`src/hw/rtl/sri_ram.sv`:
```
`timescale 1ns / 1ps
`default_nettype none

module sri_ram #(
  parameter int WIDTH = 8,
  parameter int DEPTH = 16,
  parameter int AW    = (DEPTH > 1) ? $clog2(DEPTH) : 1
) (
  input  wire logic             clk,
  input  wire logic             we,
  input  wire logic [AW-1:0]    waddr,
  input  wire logic [WIDTH-1:0] wdata,
  input  wire logic             re,
  input  wire logic [AW-1:0]    raddr,
  output logic      [WIDTH-1:0] rdata
);

  logic [WIDTH-1:0] mem [DEPTH];

  always_ff @(posedge clk) begin
    if (we) begin
      mem[waddr] <= wdata;
    end
    if (re) begin
      rdata <= mem[raddr];
    end
  end

endmodule

`default_nettype wire

```
`config.mk`:
```
export PLATFORM = sky130hd
export DESIGN_NAME = sri_ram
export DESIGN_NICKNAME = d
export VERILOG_FILES = /design/src/hw/rtl/sri_ram.sv
export SDC_FILE = /design/constraint.sdc
export NUM_CORES = 1
export LEC_CHECK = 0
export ABC_CLOCK_PERIOD_IN_PS = 3300
export BUFFER_PORTS_ARGS = -buffer_cell sky130_fd_sc_hd__buf_2
export CORE_MARGIN = 8
export CORE_UTILIZATION = 45
export CTS_CLUSTER_DIAMETER = 40
export CTS_CLUSTER_SIZE = 40
export DETAILED_ROUTE_END_ITERATION = 10
export RECOVER_POWER = 100
export SETUP_SLACK_MARGIN = 0.15
export SKIP_CTS_REPAIR_TIMING = 1
export SLEW_MARGIN = 25
export SYNTH_ARGS = -nofsm -noshare
export SYNTH_HDL_FRONTEND = slang
export SYNTH_SLANG_ARGS = --single-unit
export TNS_END_PERCENT = 10
```
`constraint.sdc`:
```
create_clock -name clk -period 3.3 [get_ports clk]
set_clock_uncertainty 0.1 [all_clocks]
set_input_delay 0.495 -clock clk [delete_from_list [all_inputs] [get_ports clk]]
set_output_delay 0.495 -clock clk [all_outputs]
set_load 0.01 [all_outputs]
```
== Word-level counts from Yosys, hierarchy flattened ==
Memories as Yosys holds them, arrays and structs flattened. A register that Yosys moved wholly into a read port is not among the register bits.
Index checks and enable logic that the tools add are counted.

* Output and inout bits: 8
* Memories: 1
* Bits in read-only memories: 0
* Input bits: 19
* Logic and storage cells: 3
* RAM bits: 128
* Register bits after elaboration: 0
* Bits in latches: 0

{| class="wikitable"
|+ Memory list
! name !! words !! width !! read ports !! clocked after Yosys merged registers in !! write ports !! line !! source
|-
| mem || 16 || 8 || 1 || 1 || 1 || 18 || <nowiki>logic [WIDTH-1:0] mem [DEPTH];</nowiki>
|}

* Bitwise operators: 0
* Reduce and logical (&&, ||, !) cells: 0
* Equal/unequal tests: 0
* $lt $le $gt $ge: 0
* Multiply operators: 0
* Div/mod/pow operators: 0
* Add/sub/neg operators: 0
* Shift-type cells: 0
* Mux-type cells: 2

{| class="wikitable"
|+ Operators with widths
! cell !! number
|-
| two-way mux 1 bit || 2
|}

== Logic depth before layout (Yosys ltp) ==
* Depth in word-level cells: 2
* Mapped depth: 5
* Depth with buffers taken out: 3

== Worst setup path after synthesis ==
No wires, ideal clock.

* Path type: input -> register
* From: input waddr[2]
* To: memory mem[0][0], enable pin
* Setup time: 0.383 ns
* Required time: 2.817 ns
* Cell stages on the path: 2
* Arrival: 1.605 ns
* Buffers on the path: 0
* Path slack: 1.212 ns
* Cell sequence: or3b_2 nor3_1

{| class="wikitable"
|+ RTL lines
! element !! line !! source
|-
| from (decl) || 11 || <nowiki>input wire logic [AW-1:0] waddr,</nowiki>
|-
| to (decl) || 18 ||
|}

No word-level cell before the write port.

==> out/results.ini <==
[drt]
wl_per_cell_um=23.0
vias_per_cell=5.59
ant_nets=0
vias=2410
drt_iter0_markers=228
drc=0
wl_mm=9.89
dr.pass1.iters=4

[clocking]
clk_latency_ns=0.40
cts_root_buf=clkbuf_16
clockBufferDepth=2
cts.sinks=136
htree_num_levels=4
cts_buffers=17
clk_pin_slew_ns=0.06
cts_tree=yes

[yosys]
synth_compound_area_share_pct=2.30
synthSimpleGateAreaFrac_pct=3.14
synth-seq-cells=136
synth_seq_area_share_pct=78.1
ys_warn_count=0
yosysTopAreaCell=edfxtp_1
syn_area_per_cell_um2=22.8
netlist_area_um2=5230
synth_top_area_share_pct=78.1
syn_nets=248
synthCells=229
synth_top_family_by_area=multiplexers
synth_fa_ha_area_share_pct=0
ys_types=18
synth_area_leaders=edfxtp_1 78%, mux4_2 7.8%, mux4_1 7.0%
muxShareOfSynthArea_pct=14.8
synth-xor-area-share_pct=0

[timing]
worstMarginPinSlew_ns=0.913
max_freq_mhz=424
finalCritPeriodShare_pct=71.5
setup_ws_ns=0.942
period_needed_ns=2.36
slew_viol_final=0
relSlewSlack_pct=38.9
setup_viol=0
hold_viol_final=0
setup-tns-final_ns=0
rsz0062_at_grt=false

[pwr]
p_int_w=0.00326
p_comb_share_pct=4.1
p_sw_share_pct=18.6
powerDensity_nw_per_um2=662
switchingPower_w=0.000748
clkPwrFrac_pct=47.0
power.leakage_nw=1.96
ir_drop_mv=0.377
p_seq_share_pct=48.8

[critical_path]
worst_setup_path_start_kind=input pin
end_kind=flop
cp.arrival_ns=2.41
critPathRequiredTime_ns=3.35
crit_fanout=23
crit_type=in -> reg

[place]
dp_hpwl_mm=6.13
gp_congestion=0.733
pre_cts_slack_ns=0.744
portBuffers=26

[layout]
n_antenna_cell=0
layout.nets=294
fillCellCount=867
area_delta_synth_final_pct=16.0
drive_gt1_share_pct=17.7

[run_status]
status=finished, final reports clean

[floorplanning]
ioPinCount=27
die_x_um=124
core_area_um2=11400
std_cell_rows=39
die_h_um=124
initial_utilization_pct=46.0
die_area_um2=15300

[global_route]
grtUsageTotal_pct=14.2
grt_pass1_wl_mm=15.2
grt_max_degree=33
grt-ovfl-total=0
antenna_found_initial=0
grt_pass1_vias=2490

[worst_hold_path]
hold_class=in -> reg

[job]
drv_cap=0

cell type report:
cell class | count | area [um2] | area share, %
clock buffer | 21 | 440 | 7.26
clock inverter | 11 | 154 | 2.54
multi-input combinational | 83 | 1060 | 17.4
sequential | 136 | 4080 | 67.3
tap | 143 | 179 | 2.95
timing repair buffer | 37 | 150 | 2.48
final timing paths:
path	startpoint	endpoint	slack [ns]	depth (start not counted)
worst max register to register	mem[1][0]	rdata[0]	1.66	3
worst max-delay path	raddr[0]	rdata[2]	0.94	5
worst min-delay path	re	rdata[2]	0.51	1
worst min register to register	mem[15][0]	rdata[0]	0.65	3
cell usage in the layout (no fill, tap or decap), drive strengths merged:
cell and instances:
buf 6, nor2 13, nand3b 2, nand3 1
mux4 32, or3b 1, clkinv 6, a22oi 16
clkbuf 52, nor2b 1, nand2 9, and2 1
bufinv 4, clkinvlp 1, nor3 4, nand2b 2
edfxtp 136, and2b 1
per-layer routing:
| metal | wire length [um] | vias up | global-route usage [%] |
|---|---|---|---|
| li1 | - | 1074 | - |
| met3 | 536 | 17 | 3.67 |
| met4 | 258 | 0 | 7.37 |
| met1 | 4360 | 1254 | 18.2 |
| met2 | 4740 | 65 | 21.9 |
| met5 | 0 | - | 0 |
power groups by stage:
stage	clock network, W	registers, W	logic, W
floorplan	0	0.00199	0.0000982
global placement	0	0.00199	0.000171
detailed placement	0	0.00199	0.000174
CTS	0.00192	0.00196	0.000175
global route	0.00199	0.00196	0.000182
finish	0.00189	0.00196	0.000165
logic make-up (layout without fill, tap and decap cells):
logic type             Yosys count  after routing
flip-flops                     136            136
AND/OR/NAND/NOR                 35             35
multiplexers                    32             32
AO/OA/AOI/OAI                   16             16
buffers and inverters           10             69
through the flow:
stage / power [W] / instance area (um2) / hold slack (ns) / cells / utilization [%]
4_1_cts: 0.00405 / 6130 / 0.356 / 431 / 53.9
3_3_place_gp: 0.00216 / 5530 / 0.628 / 399 / 48.7
2_1_floorplan: 0.00209 / 5230 / 0.494 / 229 / -
5_1_grt: 0.00413 / 6060 / 0.529 / 431 / 53.3
3_5_place_dp: 0.00217 / 5530 / 0.632 / 399 / 48.7
6_report: 0.00401 / 6060 / 0.511 / 431 / 53.3
state kept, by name, summed over array words and instances, names as in the netlist:
name / cells
mem: 128
rdata: 8
Yosys cell counts, drive strengths merged:
cell,instances
and2b,1
edfxtp,136
a22oi,16
nand3b,2
nor2,13
or3b,1
clkdlybuf4s25,3
nand2b,2
mux4,32
nand2,9
and2,1
buf,7
nor3,4
nor2b,1
nand3,1
worst max-delay path, cell delays in order:
cell and delay (ns):
clkbuf_2 0.61, clkbuf_1 0.46, mux4_2 0.60, a22oi_1 0.17, nand2_1 0.07
(Power assumes the default switching activity.)
