===== src/hw/rtl/sri_pkg.sv =====
`timescale 1ns / 1ps
`default_nettype none

package sri_pkg;

  // fixed field widths of the two channels
  localparam int ROW_IDX_W = 8;
  localparam int COL_IDX_W = 16;
  localparam int VALUE_W   = 64;
  localparam int STATUS_W  = 2;
  localparam int OUT_POS_W = 5;

  // defaults for the top level parameters
  localparam int DEF_ROWS        = 256;
  localparam int DEF_SLOTS       = 16;
  localparam int DEF_COLUMN_BITS = 16;

  typedef logic [STATUS_W-1:0] write_status_t;

  localparam write_status_t WS_REPLACED = 2'd0;
  localparam write_status_t WS_INSERTED = 2'd1;
  localparam write_status_t WS_FULL     = 2'd2;

  // per-cycle command shared by every cell of the row
  typedef struct packed {
    logic load;
    logic upd_replace;
    logic upd_insert;
  } cell_ctl_t;

endpackage

`default_nettype wire


===== src/hw/rtl/sri_cell.sv =====
`timescale 1ns / 1ps
`default_nettype none

module sri_cell #(
  parameter int IDX         = 0,
  parameter int COLUMN_BITS = 16,
  parameter int FILL_W      = 5
) (
  input  wire logic                   clk,
  input  wire sri_pkg::cell_ctl_t     ctl,
  input  wire logic [FILL_W-1:0]      fill,
  input  wire logic [COLUMN_BITS-1:0] load_col,
  input  wire logic [63:0]            load_val,
  input  wire logic [COLUMN_BITS-1:0] key_col,
  input  wire logic [63:0]            key_val,
  input  wire logic                   prev_lt,
  input  wire logic                   prev_vld,
  input  wire logic [COLUMN_BITS-1:0] prev_col,
  input  wire logic [63:0]            prev_val,
  output logic                        lt,
  output logic                        match,
  output logic                        vld,
  output logic [COLUMN_BITS-1:0]      col,
  output logic [63:0]                 val
);
  import sri_pkg::*;

  logic                   vld_r;
  logic [COLUMN_BITS-1:0] col_r;
  logic [63:0]            val_r;

  // stored column below the key: the row is sorted, so lt forms a thermometer
  assign lt    = vld_r && (col_r < key_col);
  assign match = vld_r && (col_r == key_col);
  assign vld   = vld_r;
  assign col   = col_r;
  assign val   = val_r;

  always_ff @(posedge clk) begin
    if (ctl.load) begin
      col_r <= load_col;
      val_r <= load_val;
      vld_r <= (fill > FILL_W'(IDX));
    end else if (ctl.upd_replace) begin
      if (match) begin
        val_r <= key_val;
      end
    end else if (ctl.upd_insert) begin
      if (!lt) begin
        if (prev_lt) begin
          // first cell at or past the key takes the new entry
          col_r <= key_col;
          val_r <= key_val;
          vld_r <= 1'b1;
        end else begin
          col_r <= prev_col;
          val_r <= prev_val;
          vld_r <= prev_vld;
        end
      end
    end
  end

endmodule

`default_nettype wire

===== config.mk =====
export PLATFORM = sky130hd
export DESIGN_NAME = sri_cell
export DESIGN_NICKNAME = d
export VERILOG_FILES = /design/src/hw/rtl/sri_pkg.sv /design/src/hw/rtl/sri_cell.sv
export SDC_FILE = /design/constraint.sdc
export NUM_CORES = 1
export LEC_CHECK = 0
export BUFFER_PORTS_ARGS = -buffer_cell sky130_fd_sc_hd__buf_2
export CAP_MARGIN = 10
export CORE_AREA = 2 2 128 130
export CTS_BUF_LIST = sky130_fd_sc_hd__clkbuf_4 sky130_fd_sc_hd__clkbuf_8
export DETAILED_ROUTE_END_ITERATION = 8
export DIE_AREA = 0 0 130 132
export GPL_ROUTABILITY_DRIVEN = 0
export PLACE_DENSITY = 0.71
export SLEW_MARGIN = 20
export SYNTH_ARGS = -nofsm -noshare
export SYNTH_HDL_FRONTEND = slang
export SYNTH_SLANG_ARGS = --single-unit

===== constraint.sdc =====
create_clock -name clk -period 5.5 [get_ports clk]
set_input_delay 0 -clock clk [delete_from_list [all_inputs] [get_ports clk]]
set_output_delay 0 -clock clk [all_outputs]
set_load 0.01 [all_outputs]

Word level (Yosys, flattened, before mapping):

Index checks and enable logic that the tools add are counted.

* $lt $le $gt $ge: 2
* eq/ne operators: 5
* muxes and demuxes: 16
* reductions and logical operators: 6

Operators by type and width (count)
* 64-bit two-way mux: 6
* 16-bit two-way mux: 5
* 16-bit == test: 1
* 16-bit less-than comparator: 1
* 3-bit AND reduction: 2
* 5-bit by 1-bit greater-than comparator with 1-bit output, second input constant: 1
* 1-bit two-way mux: 5
* 3-bit by 1-bit inequality test with 1-bit output, second input constant: 1
* 3-bit inequality test, second input constant: 1
* 3-bit nonzero test: 1
* 1-bit logical AND: 2
* 2-bit by 1-bit inequality test with 1-bit output, second input constant: 1
* 2-bit inequality test, second input constant: 1
* 2-bit nonzero test: 1

* register bits after elaboration: 81
* input port bits: 251
* logic and storage cells: 32

Longest topological paths before layout:

* word-level depth: 6
* mapped depth: 7

Worst setup path before layout:

OpenSTA, ideal clock, no wires.

* kind: reg-to-reg
* start point: reg col_r[14], in the netlist col[14]
* end point: reg val_r[0], in the netlist val[0] (enable)
* setup time: 0.494 ns
* data arrival time: 4.334 ns
* data required time: 5.006 ns
* setup slack: 0.672 ns
* cell stages (with the launch flop): 7
* buffers on the path: 0
* period minus slack after synthesis: 4.828 ns
* path through: edfxtp_1 -> ha_1 -> nand4_1 -> or2_4 -> a211oi_2 -> nor4_2 -> o21ai_1

* word-level cells in the longest chain between the ends: 4
* elaborated cells between the ends (all ways): 7
* those cells by class: order compare: 1; eq/ne: 3; reduce/logical: 3

Ends and longest elaborated chain
* start: declaration: RTL line sri_cell.sv:29 `logic [COLUMN_BITS-1:0] col_r;`
* start signal: assignment: RTL line sri_cell.sv:41 `col_r <= load_col;`
* start signal: assignment: RTL line sri_cell.sv:52 `col_r <= key_col;`
* start signal: assignment: RTL line sri_cell.sv:56 `col_r <= prev_col;`
* 16-bit less-than comparator: RTL line sri_cell.sv:33 `assign lt = vld_r && (col_r < key_col);`
* 1-bit logical AND: RTL line sri_cell.sv:33
* net lt: RTL line sri_cell.sv:20 `output logic lt,`
* 3-bit inequality test (no line)
* 3-bit AND reduction (no line)
* end signal: assignment: RTL line sri_cell.sv:42 `val_r <= load_val;`
* end signal: assignment: RTL line sri_cell.sv:46 `val_r <= key_val;`
* end signal: assignment: RTL line sri_cell.sv:53 `val_r <= key_val;`
* end: declaration: RTL line sri_cell.sv:30 `logic [63:0] val_r;`

The timed path passes the listed nets, and every way through them passes these cells.
A chain may end at the register's enable or synchronous reset.

Final worst setup path:

* start point: reg col_r[14], in the netlist col[14]
* end point: reg val_r[26], in the netlist val[26] (enable)

* word-level cells in the longest chain between the ends: 4
* elaborated cells between the ends (all ways): 7
* those cells by class: order compare: 1; eq/ne: 3; reduce/logical: 3

Ends and longest elaborated chain (RTL line)
* 16-bit less-than comparator or 16-bit == test (tied branches): sri_cell.sv:33, sri_cell.sv:34
* 1-bit logical AND, on equally long branches: sri_cell.sv:33, sri_cell.sv:34
* 3-bit inequality test (no line) or 3-bit by 1-bit inequality test with 1-bit output (tied branches)
* 3-bit AND reduction (no line) (*)

Mark *: on every way between the ends. The rest lies on a longest branch, timed or not.

==> qor.txt <==
status = completed
Nets = 1111
Peak VDD IR = 0.132 mV
worst path bufs/invs = 1
Post-synth EDFFs = 81
Starting Density = 0.292
pins over their slew limit = 0
DR iter-0 viols = 175
fin crit share = 0.562
largest net degree at the start of global routing = 94
worst path cell trace = ha_1 > nand4_1 > or2_4 > a211oi_2 > nor4_2 > o21ai_4 > buf_4
post-DP HPWL = 11700 um
DR vias = 4697
number of global-route vias before repair = 4758
post-synth top area cell = edfxtp_1
layout cells sized above 1 = 0.420
count leader, synth = nand2_1
Worst path max stage delay = 0.63 ns
kind of end point of the critical path = register
Max Cap Violations = 0
row count = 46
share of the synthesized area in the top cell type = 0.530
CTS Buf Count = 9
stages on the worst setup path = 7
final setup TNS = 0 ns
leakage power = 0.00366 uW
root buffer cell = clkbuf_8
R2R depth = 7
PwrDens = 218 mW/mm^2
Rel. slew slack = 0.397
syn avg cell area = 11.1 um^2
die area = 0.0172 mm^2
worst skew pair latency = 0.37 ns
Startpoint Class = register
port bufs = 333
remaining global-route overflow = 0
Worst Setup SP = col[14]$_DFFE_PP_
RSZ-0062 raised after global routing = false
post-CTS resize count = 0
first-pass iteration count of the detailed router = 4
Setup crit end = val[26]$_DFFE_PP_
worst r2r src = col[14]$_DFFE_PP_
crit path kind = reg -> reg
IO Pins = 334
Die H = 132 um
Area contributors post-synth = edfxtp_1 (53%), mux2i_1 (17%), o21ai_0 (7.5%), nand2_1 (6.8%), ha_1 (4.4%)
Max Buffers Root-to-Sink = 2
WP data arrival = 3.10 ns
Yosys warning count = 0
CTS H-tree lvls = 3
Power Total = 1680 uW
Synth cell types = 28
top cells by count, synth = nand2_1 (83), edfxtp_1 (81), mux2i_1 (80)
antenna-violating nets left = 0
R2R Setup Slk = 2.41 ns
Async SR Flop Fraction = 0
Tot GR Track Use = 0.179
critical path required time = 5.51 ns
# diodes = 0
Synth Register Bits = 81
TritonCTS clock tree = built
DRC = 0
final instance area = 0.00772 mm^2
Syn Nets = 680
clock-pin transition on the worst setup and hold timing paths = 0.08 ns
final setup fails = 0
worst-path maximum fanout = 42
Num Clock Sinks = 81
DRT Wirelength = 15900 um
Gate Count Post-Synth = 413
kind of cell adding the most delay to the critical path = compound AO/OA/AOI/OAI gates
post-synthesis sequential area ratio = 0.530
synthesized area = 0.00459 mm^2
Syn-to-layout area delta = 68.4%
Via-to-Cell Ratio = 4.41
hold crit path type = in -> reg
WL per Instance = 14.9 um
DP Area = 0.00641 mm^2
post-layout min period = 3.09 ns
Least-Margin Pin Slew = 0.902 ns
slowest cell on the critical path = o21ai_4
hold slack = 0.0146 ns
Clock Skews = 0.0139 ns
commonest register cell after synthesis = edfxtp_1
Hold Vio Cnt, Final = 0
Die X = 130 um
fmax = 323 MHz
core area = 0.0157 mm^2
initial antenna violation count = 1
first-pass GRT wire length = 23300 um
capture point of the worst reg-to-reg path = val[26]$_DFFE_PP_
tightest hold or removal path, delay by kind of cell:
kind	cells	cell delay [ns]
AOI/OAI and AO/OA	1	0.13
buffers and inverters	1	0.08
muxes	1	0.05
through the flow:
stage          setup slack (ns)  cells  utilization
3_5_place_dp               2.34    940        0.408
2_1_floorplan             0.672    413            -
5_1_grt                    2.15   1065        0.492
3_3_place_gp               2.38    940        0.408
4_1_cts                    2.33   1065        0.492
6_report                   2.41   1065        0.492
worst min-delay path by stage:
stage	startpoint	to	slack, ns	depth (start not counted)
floorplan	load_col[13]	col[13]$_DFFE_PP_	0.19	2
global placement	load_val[48]	val[48]$_DFFE_PP_	0.28	3
detailed placement	load_val[61]	val[61]$_DFFE_PP_	0.28	3
CTS	key_val[13]	val[13]$_DFFE_PP_	0.0002	3
global route	key_val[58]	val[58]$_DFFE_PP_	0.01	3
finish	key_val[58]	val[58]$_DFFE_PP_	0.01	3
layout make-up:
cell class	count	area [um^2]
well taps	216	270
flip-flops and latches	81	2430
fillers	1455	7990
clock inverters	7	93.8
multi-input cells	288	1950
inverters	18	67.6
clock buffers	9	124
repair buffers	446	2790
what timing repair did:
item,CTS,global route
buffers inserted,0,0
hold buffers,109,0
setup endpoints to repair,0,0
hold endpoints to repair,80,0
where the power goes:
part	total (uW)	switching, uW	internal [uW]
Clock	482	226	256
Sequential	770	17.0	753
Combinational	430	207	223
Total	1680	450	1230
logic make-up after synthesis:
family                   after synthesis  synth area share
flip-flops                            81             0.530
AND/OR/NAND/NOR                       97            0.0941
multiplexers                          80             0.175
buffers and inverters                 44            0.0477
AO/OA/AOI/OAI                         95             0.109
adder cells (fa/ha/maj)               16            0.0437
sequential cells by signal, summed over array words and instances (netlist names):
register  cells
col          16
val          64
vld           1
layer usage:
metal | part of all wire | vias to the layer above | track usage
met3 | 0.074 | 22 | 0.0446
met5 | 0.00044 | - | 0
met4 | 0.020 | 2 | 0.0741
met2 | 0.52 | 208 | 0.338
li1 | - | 2359 | -
met1 | 0.38 | 2106 | 0.185
cells in the final DEF (no fill, tap or decap), types with 5 or more instances in the layout:
master and instances:
nand2_1 83, clkbuf_8 9, a21oi_1 6, buf_2 332, o21ai_0 69, buf_4 5, inv_1 18, o21ai_1 11
mux2i_1 80, ha_1 16, edfxtp_1 81, dlygate4sd3_1 109
(Power assumes the default switching activity.)
